## config.mk

```make
export PLATFORM = sky130hd
export DESIGN_NAME = trapezoidal_distance_pwm_profile
export DESIGN_NICKNAME = d
export VERILOG_FILES = /design/src/design/tdpp_pkg.sv /design/src/design/tdpp_muldiv.sv /design/src/design/trapezoidal_distance_pwm_profile.sv
export SDC_FILE = /design/constraint.sdc
export NUM_CORES = 1
export LEC_CHECK = 0
export ABC_AREA = 0
export BUFFER_PORTS_ARGS = -buffer_cell sky130_fd_sc_hd__buf_2
export CORE_UTILIZATION = 40
export CTS_CLUSTER_DIAMETER = 100
export DETAILED_ROUTE_END_ITERATION = 16
export GPL_TIMING_DRIVEN = 0
export HOLD_SLACK_MARGIN = 0.02
export PLACE_DENSITY = 0.61
export SLEW_MARGIN = 20
export SYNTH_ARGS = -nofsm -noshare
export SYNTH_HDL_FRONTEND = slang
export SYNTH_SLANG_ARGS = --single-unit
```

## constraint.sdc

```tcl
create_clock -name clock -period 8.4 [get_ports clock]
set_input_delay 0.42 -clock clock [delete_from_list [all_inputs] [get_ports clock]]
set_output_delay 0.42 -clock clock [all_outputs]
set_load 0.02 [all_outputs]
```

## src/design/tdpp_pkg.sv

```systemverilog
`timescale 1ns / 1ps
// ----------------------------------------------------------------------------
// tdpp_pkg
// Shared constants, register indexes and types of the trapezoidal distance
// PWM profile block.
// ----------------------------------------------------------------------------
package tdpp_pkg;

   localparam int DIST_BITS       = 24;
   localparam int PWM_BITS        = 16;
   localparam int DIR_BITS        = 2;
   localparam int CSR_INDEX_BITS  = 3;
   localparam int START_PWM_RESET = 1280;

   localparam logic [CSR_INDEX_BITS-1:0] REG_DIRECTION       = 3'd0;
   localparam logic [CSR_INDEX_BITS-1:0] REG_TARGET_DISTANCE = 3'd1;
   localparam logic [CSR_INDEX_BITS-1:0] REG_PEAK_PWM        = 3'd2;
   localparam logic [CSR_INDEX_BITS-1:0] REG_ACCEL_DISTANCE  = 3'd3;
   localparam logic [CSR_INDEX_BITS-1:0] REG_DECEL_DISTANCE  = 3'd4;
   localparam logic [CSR_INDEX_BITS-1:0] REG_START_PWM       = 3'd5;

   typedef enum logic [2:0] {
      ST_IDLE,
      ST_EVAL,
      ST_SA_WAIT,
      ST_SD_WAIT,
      ST_DECIDE,
      ST_RAMP_WAIT,
      ST_LEVEL,
      ST_FINISH
   } prof_state_type;

   typedef enum logic [1:0] {
      MD_IDLE,
      MD_MUL,
      MD_DIV
   } muldiv_state_type;

   typedef struct packed {
      logic busy;
      logic done;
      logic rem_nz;
   } muldiv_status_type;

endpackage

```

## src/design/tdpp_muldiv.sv

```systemverilog
`timescale 1ns / 1ps
// ----------------------------------------------------------------------------
// tdpp_muldiv
// Bit-serial multiply then divide: floor(mcand * mplier / divisor), one
// multiplier bit and then one quotient bit per cycle, with a remainder flag.
// ----------------------------------------------------------------------------
module tdpp_muldiv #(
   parameter int DIST_BITS = tdpp_pkg::DIST_BITS,
   parameter int ARG_BITS  = tdpp_pkg::DIST_BITS
) (
   input  logic                          clock,
   input  logic                          reset,
   input  logic                          start,
   input  logic [ARG_BITS-1:0]           mcand,
   input  logic [DIST_BITS-1:0]          mplier,
   input  logic [DIST_BITS:0]            divisor,
   output logic [ARG_BITS-1:0]           quotient,
   output tdpp_pkg::muldiv_status_type   status
);

   localparam int MAX_BITS = (ARG_BITS > DIST_BITS) ? ARG_BITS : DIST_BITS;
   localparam int CW       = $clog2(MAX_BITS);

   tdpp_pkg::muldiv_state_type state_ff, state_in;
   logic [CW-1:0]             count_ff, count_in;
   logic [ARG_BITS-1:0]       mcand_ff, mcand_in;
   logic [DIST_BITS:0]        div_ff, div_in;
   logic [ARG_BITS-1:0]       hi_ff, hi_in;
   logic [DIST_BITS-1:0]      lo_ff, lo_in;
   logic [DIST_BITS:0]        rem_ff, rem_in;
   logic [ARG_BITS-1:0]       qsh_ff, qsh_in;
   logic                      done_ff, done_in;

   logic [ARG_BITS:0]              acc;
   logic [ARG_BITS+DIST_BITS-1:0]  prod_next;
   logic [DIST_BITS+1:0]           trial;
   logic [DIST_BITS+1:0]           dsub;
   logic                           ge;

   assign acc       = {1'b0, hi_ff} + (lo_ff[0] ? {1'b0, mcand_ff} : '0);
   assign prod_next = {acc, lo_ff[DIST_BITS-1:1]};
   assign trial     = {rem_ff, qsh_ff[ARG_BITS-1]};
   assign ge        = trial >= {1'b0, div_ff};
   assign dsub      = trial - {1'b0, div_ff};

   always_ff @(posedge clock) begin
      if (reset) begin
         state_ff <= tdpp_pkg::MD_IDLE;
         count_ff <= '0;
         done_ff  <= 1'b0;
      end else begin
         state_ff <= state_in;
         count_ff <= count_in;
         done_ff  <= done_in;
      end
   end

   always_ff @(posedge clock) begin
      mcand_ff <= mcand_in;
      div_ff   <= div_in;
      hi_ff    <= hi_in;
      lo_ff    <= lo_in;
      rem_ff   <= rem_in;
      qsh_ff   <= qsh_in;
   end

   always_comb begin
      state_in = state_ff;
      count_in = count_ff;
      mcand_in = mcand_ff;
      div_in   = div_ff;
      hi_in    = hi_ff;
      lo_in    = lo_ff;
      rem_in   = rem_ff;
      qsh_in   = qsh_ff;
      done_in  = 1'b0;
      unique case (state_ff)
         tdpp_pkg::MD_IDLE: begin
            if (start) begin
               mcand_in = mcand;
               div_in   = divisor;
               hi_in    = '0;
               lo_in    = mplier;
               count_in = CW'(DIST_BITS - 1);
               state_in = tdpp_pkg::MD_MUL;
            end
         end
         tdpp_pkg::MD_MUL: begin
            hi_in = acc[ARG_BITS:1];
            lo_in = {acc[0], lo_ff[DIST_BITS-1:1]};
            if (count_ff == '0) begin
               // high part of the product seeds the remainder
               rem_in   = {1'b0, prod_next[ARG_BITS+DIST_BITS-1:ARG_BITS]};
               qsh_in   = prod_next[ARG_BITS-1:0];
               count_in = CW'(ARG_BITS - 1);
               state_in = tdpp_pkg::MD_DIV;
            end else begin
               count_in = count_ff - 1'b1;
            end
         end
         tdpp_pkg::MD_DIV: begin
            rem_in = ge ? dsub[DIST_BITS:0] : trial[DIST_BITS:0];
            qsh_in = {qsh_ff[ARG_BITS-2:0], ge};
            if (count_ff == '0) begin
               done_in  = 1'b1;
               state_in = tdpp_pkg::MD_IDLE;
            end else begin
               count_in = count_ff - 1'b1;
            end
         end
         default: begin
            state_in = tdpp_pkg::MD_IDLE;
         end
      endcase
   end

   assign quotient      = qsh_ff;
   assign status.busy   = (state_ff != tdpp_pkg::MD_IDLE);
   assign status.done   = done_ff;
   assign status.rem_nz = (rem_ff != '0);

endmodule

```

## src/design/trapezoidal_distance_pwm_profile.sv

```systemverilog
`timescale 1ns / 1ps
// ----------------------------------------------------------------------------
// trapezoidal_distance_pwm_profile
// Distance-driven trapezoidal PWM profile: ramps up from the start PWM, cruises
// at the peak and ramps down before the target distance, then stops.
//
//   channel | direction | handshake              | payload
//   req     | in        | req_tvalid/req_tready  | tuser start_req, tdata odometry
//   rsp     | out       | rsp_tvalid/rsp_tready  | tdata pwm, direction; tuser flags
//   csr     | in        | csr_we                 | csr_index, csr_wdata
//
// idle and stop ticks pass through EVAL and FINISH before rsp_tvalid is registered, cruise
// ticks through EVAL, DECIDE and FINISH; scaling the zones adds two passes of the shared
// bit-serial multiply/divide unit and a ramp adds one pass plus the LEVEL state, so the
// worst tick takes three passes
// synchronous active-high reset, no clearing pass
// a result waiting on rsp_tready holds the next request in its finish step
// ----------------------------------------------------------------------------
module trapezoidal_distance_pwm_profile #(
   parameter int DIST_BITS = tdpp_pkg::DIST_BITS,
   parameter int PWM_BITS  = tdpp_pkg::PWM_BITS
) (
   input  logic                                clock,
   input  logic                                reset,
   // request channel
   input  logic                                req_tvalid,
   output logic                                req_tready,
   input  logic [((DIST_BITS+7)/8)*8-1:0]      req_tdata,  // odometry_distance
   input  logic                                req_tuser,  // start_req
   // response channel
   output logic                                rsp_tvalid,
   input  logic                                rsp_tready,
   output logic [((PWM_BITS+9)/8)*8-1:0]       rsp_tdata,  // pwm_level, move_direction
   output logic [1:0]                          rsp_tuser,  // stop_now, running
   // configuration
   input  logic                                csr_we,
   input  logic [tdpp_pkg::CSR_INDEX_BITS-1:0] csr_index,
   input  logic [((DIST_BITS > PWM_BITS) ? DIST_BITS : PWM_BITS)-1:0] csr_wdata
);

   localparam int AW         = (DIST_BITS > PWM_BITS) ? DIST_BITS : PWM_BITS;
   localparam int LW         = AW + 1;
   localparam int DW         = tdpp_pkg::DIR_BITS;
   localparam int RSP_DATA_W = ((PWM_BITS + 9) / 8) * 8;

   // configuration registers
   logic [DW-1:0]        direction_ff;
   logic [DIST_BITS-1:0] target_ff;
   logic [PWM_BITS-1:0]  peak_ff;
   logic [DIST_BITS-1:0] accel_ff;
   logic [DIST_BITS-1:0] decel_ff;
   logic [PWM_BITS-1:0]  start_pwm_ff;

   tdpp_pkg::prof_state_type state_ff, state_in;
   logic                   active_ff, active_in;
   logic                   rsp_valid_ff, rsp_valid_in;
   logic [DIST_BITS+1:0]   travelled_ff, travelled_in;
   logic [DIST_BITS-1:0]   remaining_ff, remaining_in;
   logic [DIST_BITS-1:0]   sa_ff, sa_in;
   logic [DIST_BITS-1:0]   sd_ff, sd_in;
   logic [AW-1:0]          q_ff, q_in;
   logic                   nz_ff, nz_in;
   logic [PWM_BITS-1:0]    pwm_res_ff, pwm_res_in;
   logic                   stop_res_ff, stop_res_in;
   logic [PWM_BITS-1:0]    rsp_pwm_ff, rsp_pwm_in;
   logic [DW-1:0]          rsp_dir_ff, rsp_dir_in;
   logic                   rsp_stop_ff, rsp_stop_in;
   logic                   rsp_run_ff, rsp_run_in;

   logic                          md_start;
   logic [AW-1:0]                 md_mcand;
   logic [DIST_BITS-1:0]          md_mplier;
   logic [DIST_BITS:0]            md_div;
   logic [AW-1:0]                 md_quot;
   tdpp_pkg::muldiv_status_type   md_status;

   logic [DIST_BITS:0]   zone_sum;
   logic                 rising;
   logic [PWM_BITS-1:0]  ramp_span;
   logic [LW-1:0]        q_ext;
   logic [LW-1:0]        start_ext;
   logic [LW-1:0]        peak_ext;
   logic [LW-1:0]        up_lvl;
   logic [LW-1:0]        q_ceil;
   logic [LW-1:0]        down_lvl;
   logic [LW-1:0]        raw_lvl;
   logic [LW-1:0]        lvl;

   assign zone_sum  = {1'b0, accel_ff} + {1'b0, decel_ff};
   assign rising    = peak_ff >= start_pwm_ff;
   assign ramp_span = rising ? (peak_ff - start_pwm_ff) : (start_pwm_ff - peak_ff);

   assign q_ext     = {1'b0, q_ff};
   assign start_ext = LW'(start_pwm_ff);
   assign peak_ext  = LW'(peak_ff);
   assign up_lvl    = start_ext + q_ext;
   assign q_ceil    = q_ext + LW'(nz_ff);
   assign down_lvl  = (q_ceil >= start_ext) ? '0 : (start_ext - q_ceil);
   assign raw_lvl   = rising ? up_lvl : down_lvl;
   assign lvl       = (raw_lvl > peak_ext) ? peak_ext : raw_lvl;

   tdpp_muldiv #(
      .DIST_BITS (DIST_BITS),
      .ARG_BITS  (AW)
   ) u_muldiv (
      .clock    (clock),
      .reset    (reset),
      .start    (md_start),
      .mcand    (md_mcand),
      .mplier   (md_mplier),
      .divisor  (md_div),
      .quotient (md_quot),
      .status   (md_status)
   );

   always_ff @(posedge clock) begin
      if (reset) begin
         direction_ff <= '0;
         target_ff    <= '0;
         peak_ff      <= '0;
         accel_ff     <= '0;
         decel_ff     <= '0;
         start_pwm_ff <= PWM_BITS'(tdpp_pkg::START_PWM_RESET);
      end else if (csr_we) begin
         unique case (csr_index)
            tdpp_pkg::REG_DIRECTION:       direction_ff <= csr_wdata[DW-1:0];
            tdpp_pkg::REG_TARGET_DISTANCE: target_ff    <= csr_wdata[DIST_BITS-1:0];
            tdpp_pkg::REG_PEAK_PWM:        peak_ff      <= csr_wdata[PWM_BITS-1:0];
            tdpp_pkg::REG_ACCEL_DISTANCE:  accel_ff     <= csr_wdata[DIST_BITS-1:0];
            tdpp_pkg::REG_DECEL_DISTANCE:  decel_ff     <= csr_wdata[DIST_BITS-1:0];
            tdpp_pkg::REG_START_PWM:       start_pwm_ff <= csr_wdata[PWM_BITS-1:0];
            default: begin
            end
         endcase
      end
   end

   always_ff @(posedge clock) begin
      if (reset) begin
         state_ff     <= tdpp_pkg::ST_IDLE;
         active_ff    <= 1'b0;
         rsp_valid_ff <= 1'b0;
      end else begin
         state_ff     <= state_in;
         active_ff    <= active_in;
         rsp_valid_ff <= rsp_valid_in;
      end
   end

   always_ff @(posedge clock) begin
      travelled_ff <= travelled_in;
      remaining_ff <= remaining_in;
      sa_ff        <= sa_in;
      sd_ff        <= sd_in;
      q_ff         <= q_in;
      nz_ff        <= nz_in;
      pwm_res_ff   <= pwm_res_in;
      stop_res_ff  <= stop_res_in;
      rsp_pwm_ff   <= rsp_pwm_in;
      rsp_dir_ff   <= rsp_dir_in;
      rsp_stop_ff  <= rsp_stop_in;
      rsp_run_ff   <= rsp_run_in;
   end

   always_comb begin
      state_in     = state_ff;
      active_in    = active_ff;
      rsp_valid_in = rsp_valid_ff;
      travelled_in = travelled_ff;
      remaining_in = remaining_ff;
      sa_in        = sa_ff;
      sd_in        = sd_ff;
      q_in         = q_ff;
      nz_in        = nz_ff;
      pwm_res_in   = pwm_res_ff;
      stop_res_in  = stop_res_ff;
      rsp_pwm_in   = rsp_pwm_ff;
      rsp_dir_in   = rsp_dir_ff;
      rsp_stop_in  = rsp_stop_ff;
      rsp_run_in   = rsp_run_ff;
      req_tready   = 1'b0;
      md_start     = 1'b0;
      md_mcand     = AW'(accel_ff);
      md_mplier    = target_ff;
      md_div       = zone_sum;

      if (rsp_valid_ff && rsp_tready) begin
         rsp_valid_in = 1'b0;
      end

      unique case (state_ff)
         tdpp_pkg::ST_IDLE: begin
            req_tready = 1'b1;
            if (req_tvalid) begin
               active_in    = active_ff | req_tuser;
               // odometry times three
               travelled_in = {2'b00, req_tdata[DIST_BITS-1:0]}
                            + {1'b0, req_tdata[DIST_BITS-1:0], 1'b0};
               state_in     = tdpp_pkg::ST_EVAL;
            end
         end
         tdpp_pkg::ST_EVAL: begin
            pwm_res_in  = '0;
            stop_res_in = 1'b0;
            if (!active_ff) begin
               state_in = tdpp_pkg::ST_FINISH;
            end else if (travelled_ff >= {2'b00, target_ff}) begin
               stop_res_in = 1'b1;
               active_in   = 1'b0;
               state_in    = tdpp_pkg::ST_FINISH;
            end else begin
               remaining_in = target_ff - travelled_ff[DIST_BITS-1:0];
               if (zone_sum > {1'b0, target_ff}) begin
                  md_start = 1'b1;
                  state_in = tdpp_pkg::ST_SA_WAIT;
               end else begin
                  sa_in    = accel_ff;
                  sd_in    = decel_ff;
                  state_in = tdpp_pkg::ST_DECIDE;
               end
            end
         end
         tdpp_pkg::ST_SA_WAIT: begin
            if (md_status.done) begin
               sa_in    = md_quot[DIST_BITS-1:0];
               md_start = 1'b1;
               md_mcand = AW'(decel_ff);
               state_in = tdpp_pkg::ST_SD_WAIT;
            end
         end
         tdpp_pkg::ST_SD_WAIT: begin
            if (md_status.done) begin
               sd_in    = md_quot[DIST_BITS-1:0];
               state_in = tdpp_pkg::ST_DECIDE;
            end
         end
         tdpp_pkg::ST_DECIDE: begin
            md_mcand = AW'(ramp_span);
            if (travelled_ff < {2'b00, sa_ff}) begin
               md_start  = 1'b1;
               md_mplier = travelled_ff[DIST_BITS-1:0];
               md_div    = {1'b0, accel_ff};
               state_in  = tdpp_pkg::ST_RAMP_WAIT;
            end else if (remaining_ff < sd_ff) begin
               md_start  = 1'b1;
               md_mplier = remaining_ff;
               md_div    = {1'b0, decel_ff};
               state_in  = tdpp_pkg::ST_RAMP_WAIT;
            end else begin
               pwm_res_in = peak_ff;
               state_in   = tdpp_pkg::ST_FINISH;
            end
         end
         tdpp_pkg::ST_RAMP_WAIT: begin
            if (md_status.done) begin
               q_in     = md_quot;
               nz_in    = md_status.rem_nz;
               state_in = tdpp_pkg::ST_LEVEL;
            end
         end
         tdpp_pkg::ST_LEVEL: begin
            pwm_res_in = lvl[PWM_BITS-1:0];
            state_in   = tdpp_pkg::ST_FINISH;
         end
         tdpp_pkg::ST_FINISH: begin
            if (!rsp_valid_ff || rsp_tready) begin
               rsp_valid_in = 1'b1;
               rsp_pwm_in   = pwm_res_ff;
               rsp_dir_in   = direction_ff;
               rsp_stop_in  = stop_res_ff;
               rsp_run_in   = active_ff;
               state_in     = tdpp_pkg::ST_IDLE;
            end
         end
         default: begin
            state_in = tdpp_pkg::ST_IDLE;
         end
      endcase
   end

   assign rsp_tvalid = rsp_valid_ff;
   assign rsp_tdata  = RSP_DATA_W'({rsp_dir_ff, rsp_pwm_ff});
   assign rsp_tuser  = {rsp_run_ff, rsp_stop_ff};

   // a stop result is idle and commands zero
   a_stop_is_idle: assert property (@(posedge clock) disable iff (reset)
      rsp_valid_ff && rsp_stop_ff |-> !rsp_run_ff && (rsp_pwm_ff == '0))
      else $error("stop result with running set or nonzero pwm");

   // the shared unit only finishes while a wait state expects it
   a_done_expected: assert property (@(posedge clock) disable iff (reset)
      md_status.done |-> (state_ff == tdpp_pkg::ST_SA_WAIT)
                      || (state_ff == tdpp_pkg::ST_SD_WAIT)
                      || (state_ff == tdpp_pkg::ST_RAMP_WAIT))
      else $error("multiply/divide finished outside a wait state");

   // no new operation is started while one is in flight
   a_start_free: assert property (@(posedge clock) disable iff (reset)
      md_start |-> !md_status.busy)
      else $error("multiply/divide started while busy");

   // an accepted request moves straight to evaluation
   a_accept_eval: assert property (@(posedge clock) disable iff (reset)
      req_tvalid && req_tready |=> state_ff == tdpp_pkg::ST_EVAL)
      else $error("accepted request not evaluated");

endmodule
```

==> results.md <==
* Flop2flop setup slack at 1.43 ns
* Slew Limit Fails at 0
* Postcts setup bufs at 0
* Vias per cell at 5.72
* Post-synth EDFFs at just over 300
* Post-synthesis average cell area at 9.28 um2
* VDD IR max at 0.145 mV
* Slew Limit Headroom at between 20 and 25%
* Cell family with most CP delay: compound AO/OA/AOI/OAI gates
* Worst EP arrival at 7.36 ns
* Largest net degree at the start of global routing at 50
* Via count at between 20,000 and 25,000
* CTS tree: done
* Pwr Total at around 7.8 mW
* Cell taking the most area after synthesis: edfxtp_1
* Skew final at roughly 0.016 ns
* CORE AREA at ~72,000 um2
* YS warnings at 0
* Crit path top cell by count: ha_1
* Post-synth top area share at 31.3%
* Pleak at approximately 13 nW
* Status: complete, no violations
* Port bufs at 77
* First-pass GRT wire length at 143 mm
* Area delta synth->final at 11.9%
* CTS clk-pin slew, worst paths at 0.06 ns
* Setup Viol. Count Final at 0
* CP Class: register to register
* Fraction of layout instances using a drive strength above 1 at 8.88%
* Fin nets at ~3,700
* RePlAce Congestion at 0.967
* Placed Instances at 4,207
* Yosys cell types at between 80 and 90
* H-Tree Level Count at 2
* Max FO, Critical Path at 10
* Num CTS Buffers at 48
* Commonest non-fill, non-tap cell in the layout: nand2_1
* Async S/R FF share, synth at 0%
* Fin crit share at 82.9%
* Post-synth top flop: edfxtp_1
* Pwr dens at 237 nW/um2
* Startpoint types: register
* Synthesized instance count at about 3,200
* HP Class: input port to register
* Drt drc at 0
* Number of top-level pins at 85
* Most frequent cells in the layout: nand2_1 (394), a21oi_1 (313), edfxtp_1 (306)
* CP required at 8.79 ns
* Fmax at 0.144 GHz
* Post-DP HPWL at 76.9 mm
* Post-synthesis sequential area ratio at just under 40%
* Insertion delay to the later sink of the worst-skew pair at 0.60 ns
* Vias in the first global route at 23,200
* Die width at 273 um
* Slowest stage delay, CP at 0.56 ns
* Endpoints failing hold at 0
* Max cap viols at 0
* Slowest CP cell: a2111oi_0
* Starting Density at 40.7%
* Total Die Area at 74,500 um2
* Largest cells by area after synthesis: edfxtp_1 (31%), ha_1 (13%), dfxtp_1 (8.1%)
* Clk root buf: clkbuf_16
* Worst-Margin Slew at around 1.2 ns
* RR Startpoint: nz_ff
* Hold_sp: csr_wdata[20]
* Grt ovf at 0
* Final Non-Filler Cells at 4,299
* Critical path origin: nz_ff
* Routed WL per cell at 22.4 um
* Number of nets with antenna violations after routing at 0
* Crit path capture type: register
* Initial antenna violation count at 5
* Total wire length at 96.4 mm
* Total GRT Usage at between 20% and 30%
* Die Ht at ~270 um
* First-pass DRT Iterations at 5
* RSZ-0062 raised after global routing: no
* Min cycle time layout at 6.97 ns
* Worst path bufs/invs at 3
* Synthesized area at 29,400 um2
* Rows at 98
* Detailed Route Iter0 Violations at 2,455
* Register bit count reported by yosys at 425
* CTS Buffer Depth at 3
* CTS sink count at 425
==> what timing repair did <==
item	CTS	global route
endpoints found under the setup margin	0	0
gates resized for setup	0	0
hold buffers	1	0
endpoints found under the hold margin	1	0
==> routing by layer <==
metal	GRT usage [%]	wire, um
met3	4.09	8100
met5	0	13
met4	8.22	2910
met2	40.0	42300
met1	35.8	43100
==> worst paths after layout <==
kind | to | depth (start not counted)
setup / recovery | pwm_res_ff[1] | 27
hold / removal | decel_ff[20] | 3
setup reg to reg | pwm_res_ff[1] | 27
hold reg to reg | rsp_pwm_ff[7] | 0
==> kinds of logic after synthesis <==
kind of cell,after synthesis,share of synthesized area (%)
other,1,0.0128
buffers and inverters,343,4.57
DFF,425,39.4
xor gates and xnor gates,149,4.44
AOI/OAI and AO/OA,889,19.3
muxes,102,3.80
and+or+nand+nor,944,15.1
adders and majority gates,310,13.4
==> Yosys cell counts, types with 47 or more instances <==
| master | number |
|---|---|
| a21oi_1 | 315 |
| nor3_1 | 73 |
| nor2_1 | 167 |
| nand2_1 | 394 |
| ha_1 | 301 |
| and2_1 | 57 |
| mux2_2 | 75 |
| clkbuf_1 | 95 |
| a21o_1 | 101 |
| edfxtp_1 | 306 |
| inv_1 | 216 |
| dfxtp_1 | 119 |
| xnor2_1 | 102 |
| xor2_1 | 47 |
| o21ai_0 | 154 |
| nand3_1 | 58 |
==> flip-flops by register name, summed over array words and instances (netlist names), 3 cells and up <==
signal	count
u_muldiv.quotient	24
travelled_ff	26
peak_ff	16
pwm_res_ff	16
u_muldiv.hi_ff	24
sa_ff	24
u_muldiv.lo_ff	24
accel_ff	24
target_ff	24
remaining_ff	24
start_pwm_ff	16
u_muldiv.div_ff	25
sd_ff	24
rsp_pwm_ff	16
q_ff	24
decel_ff	24
u_muldiv.count_ff	5
u_muldiv.rem_ff	25
state_ff	3
u_muldiv.mcand_ff	24
==> stage by stage <==
stage	setup TNS (ns)	worst slack [ns]	area (um2)	hold WS (ns)	util [%]
6_report	0	1.43	32900	0.0875	45.6
5_1_grt	0	1.06	32800	0.0857	45.6
3_5_place_dp	0	1.57	31300	0.405	43.4
2_1_floorplan	0	1.49	29400	0.400	-
3_3_place_gp	-91.29	-1.68	31000	0.402	42.9
4_1_cts	0	1.52	32800	0.0677	45.6
==> power breakdown <==
group          internal, mW  leakage (nW)  switching (mW)
logic                  1.03          8.59            1.68
clock network          1.22         0.766           0.906
registers              2.73          3.79           0.217
==> layout make-up <==
cell class / count / area (um2)
well taps: 950 / 1190
diodes: 4 / 10.0
flip-flops and latches: 425 / 11600
clock inverters: 29 / 267
clock buffers: 58 / 1290
repair buffers: 90 / 653
multi-input cells: 2400 / 16500
fillers: 7038 / 39200
inverters: 216 / 811
plain buffers: 127 / 532
==> worst reg2reg max path, stage by stage (launching register included) <==
cell and delay [ns]:
edfxtp_1 0.43, ha_1 0.29, ha_1 0.25, nand4_1 0.24
nor2_1 0.31, nand3_1 0.13, xor2_1 0.16, ha_1 0.36
nand4_1 0.17, nor3_1 0.10, a311oi_1 0.33, o221ai_2 0.19
nor4_4 0.51, buf_2 0.31, a22o_1 0.28, ha_1 0.30
a21o_1 0.18, a21o_1 0.17, a21o_1 0.17, a21oi_1 0.20
nand2_1 0.08, a2111oi_0 0.56, o211a_1 0.26, and2_1 0.12
buf_2 0.17, buf_6 0.17, nand3_1 0.08, a21oi_1 0.27
Power figures use the tool's default switching activity.
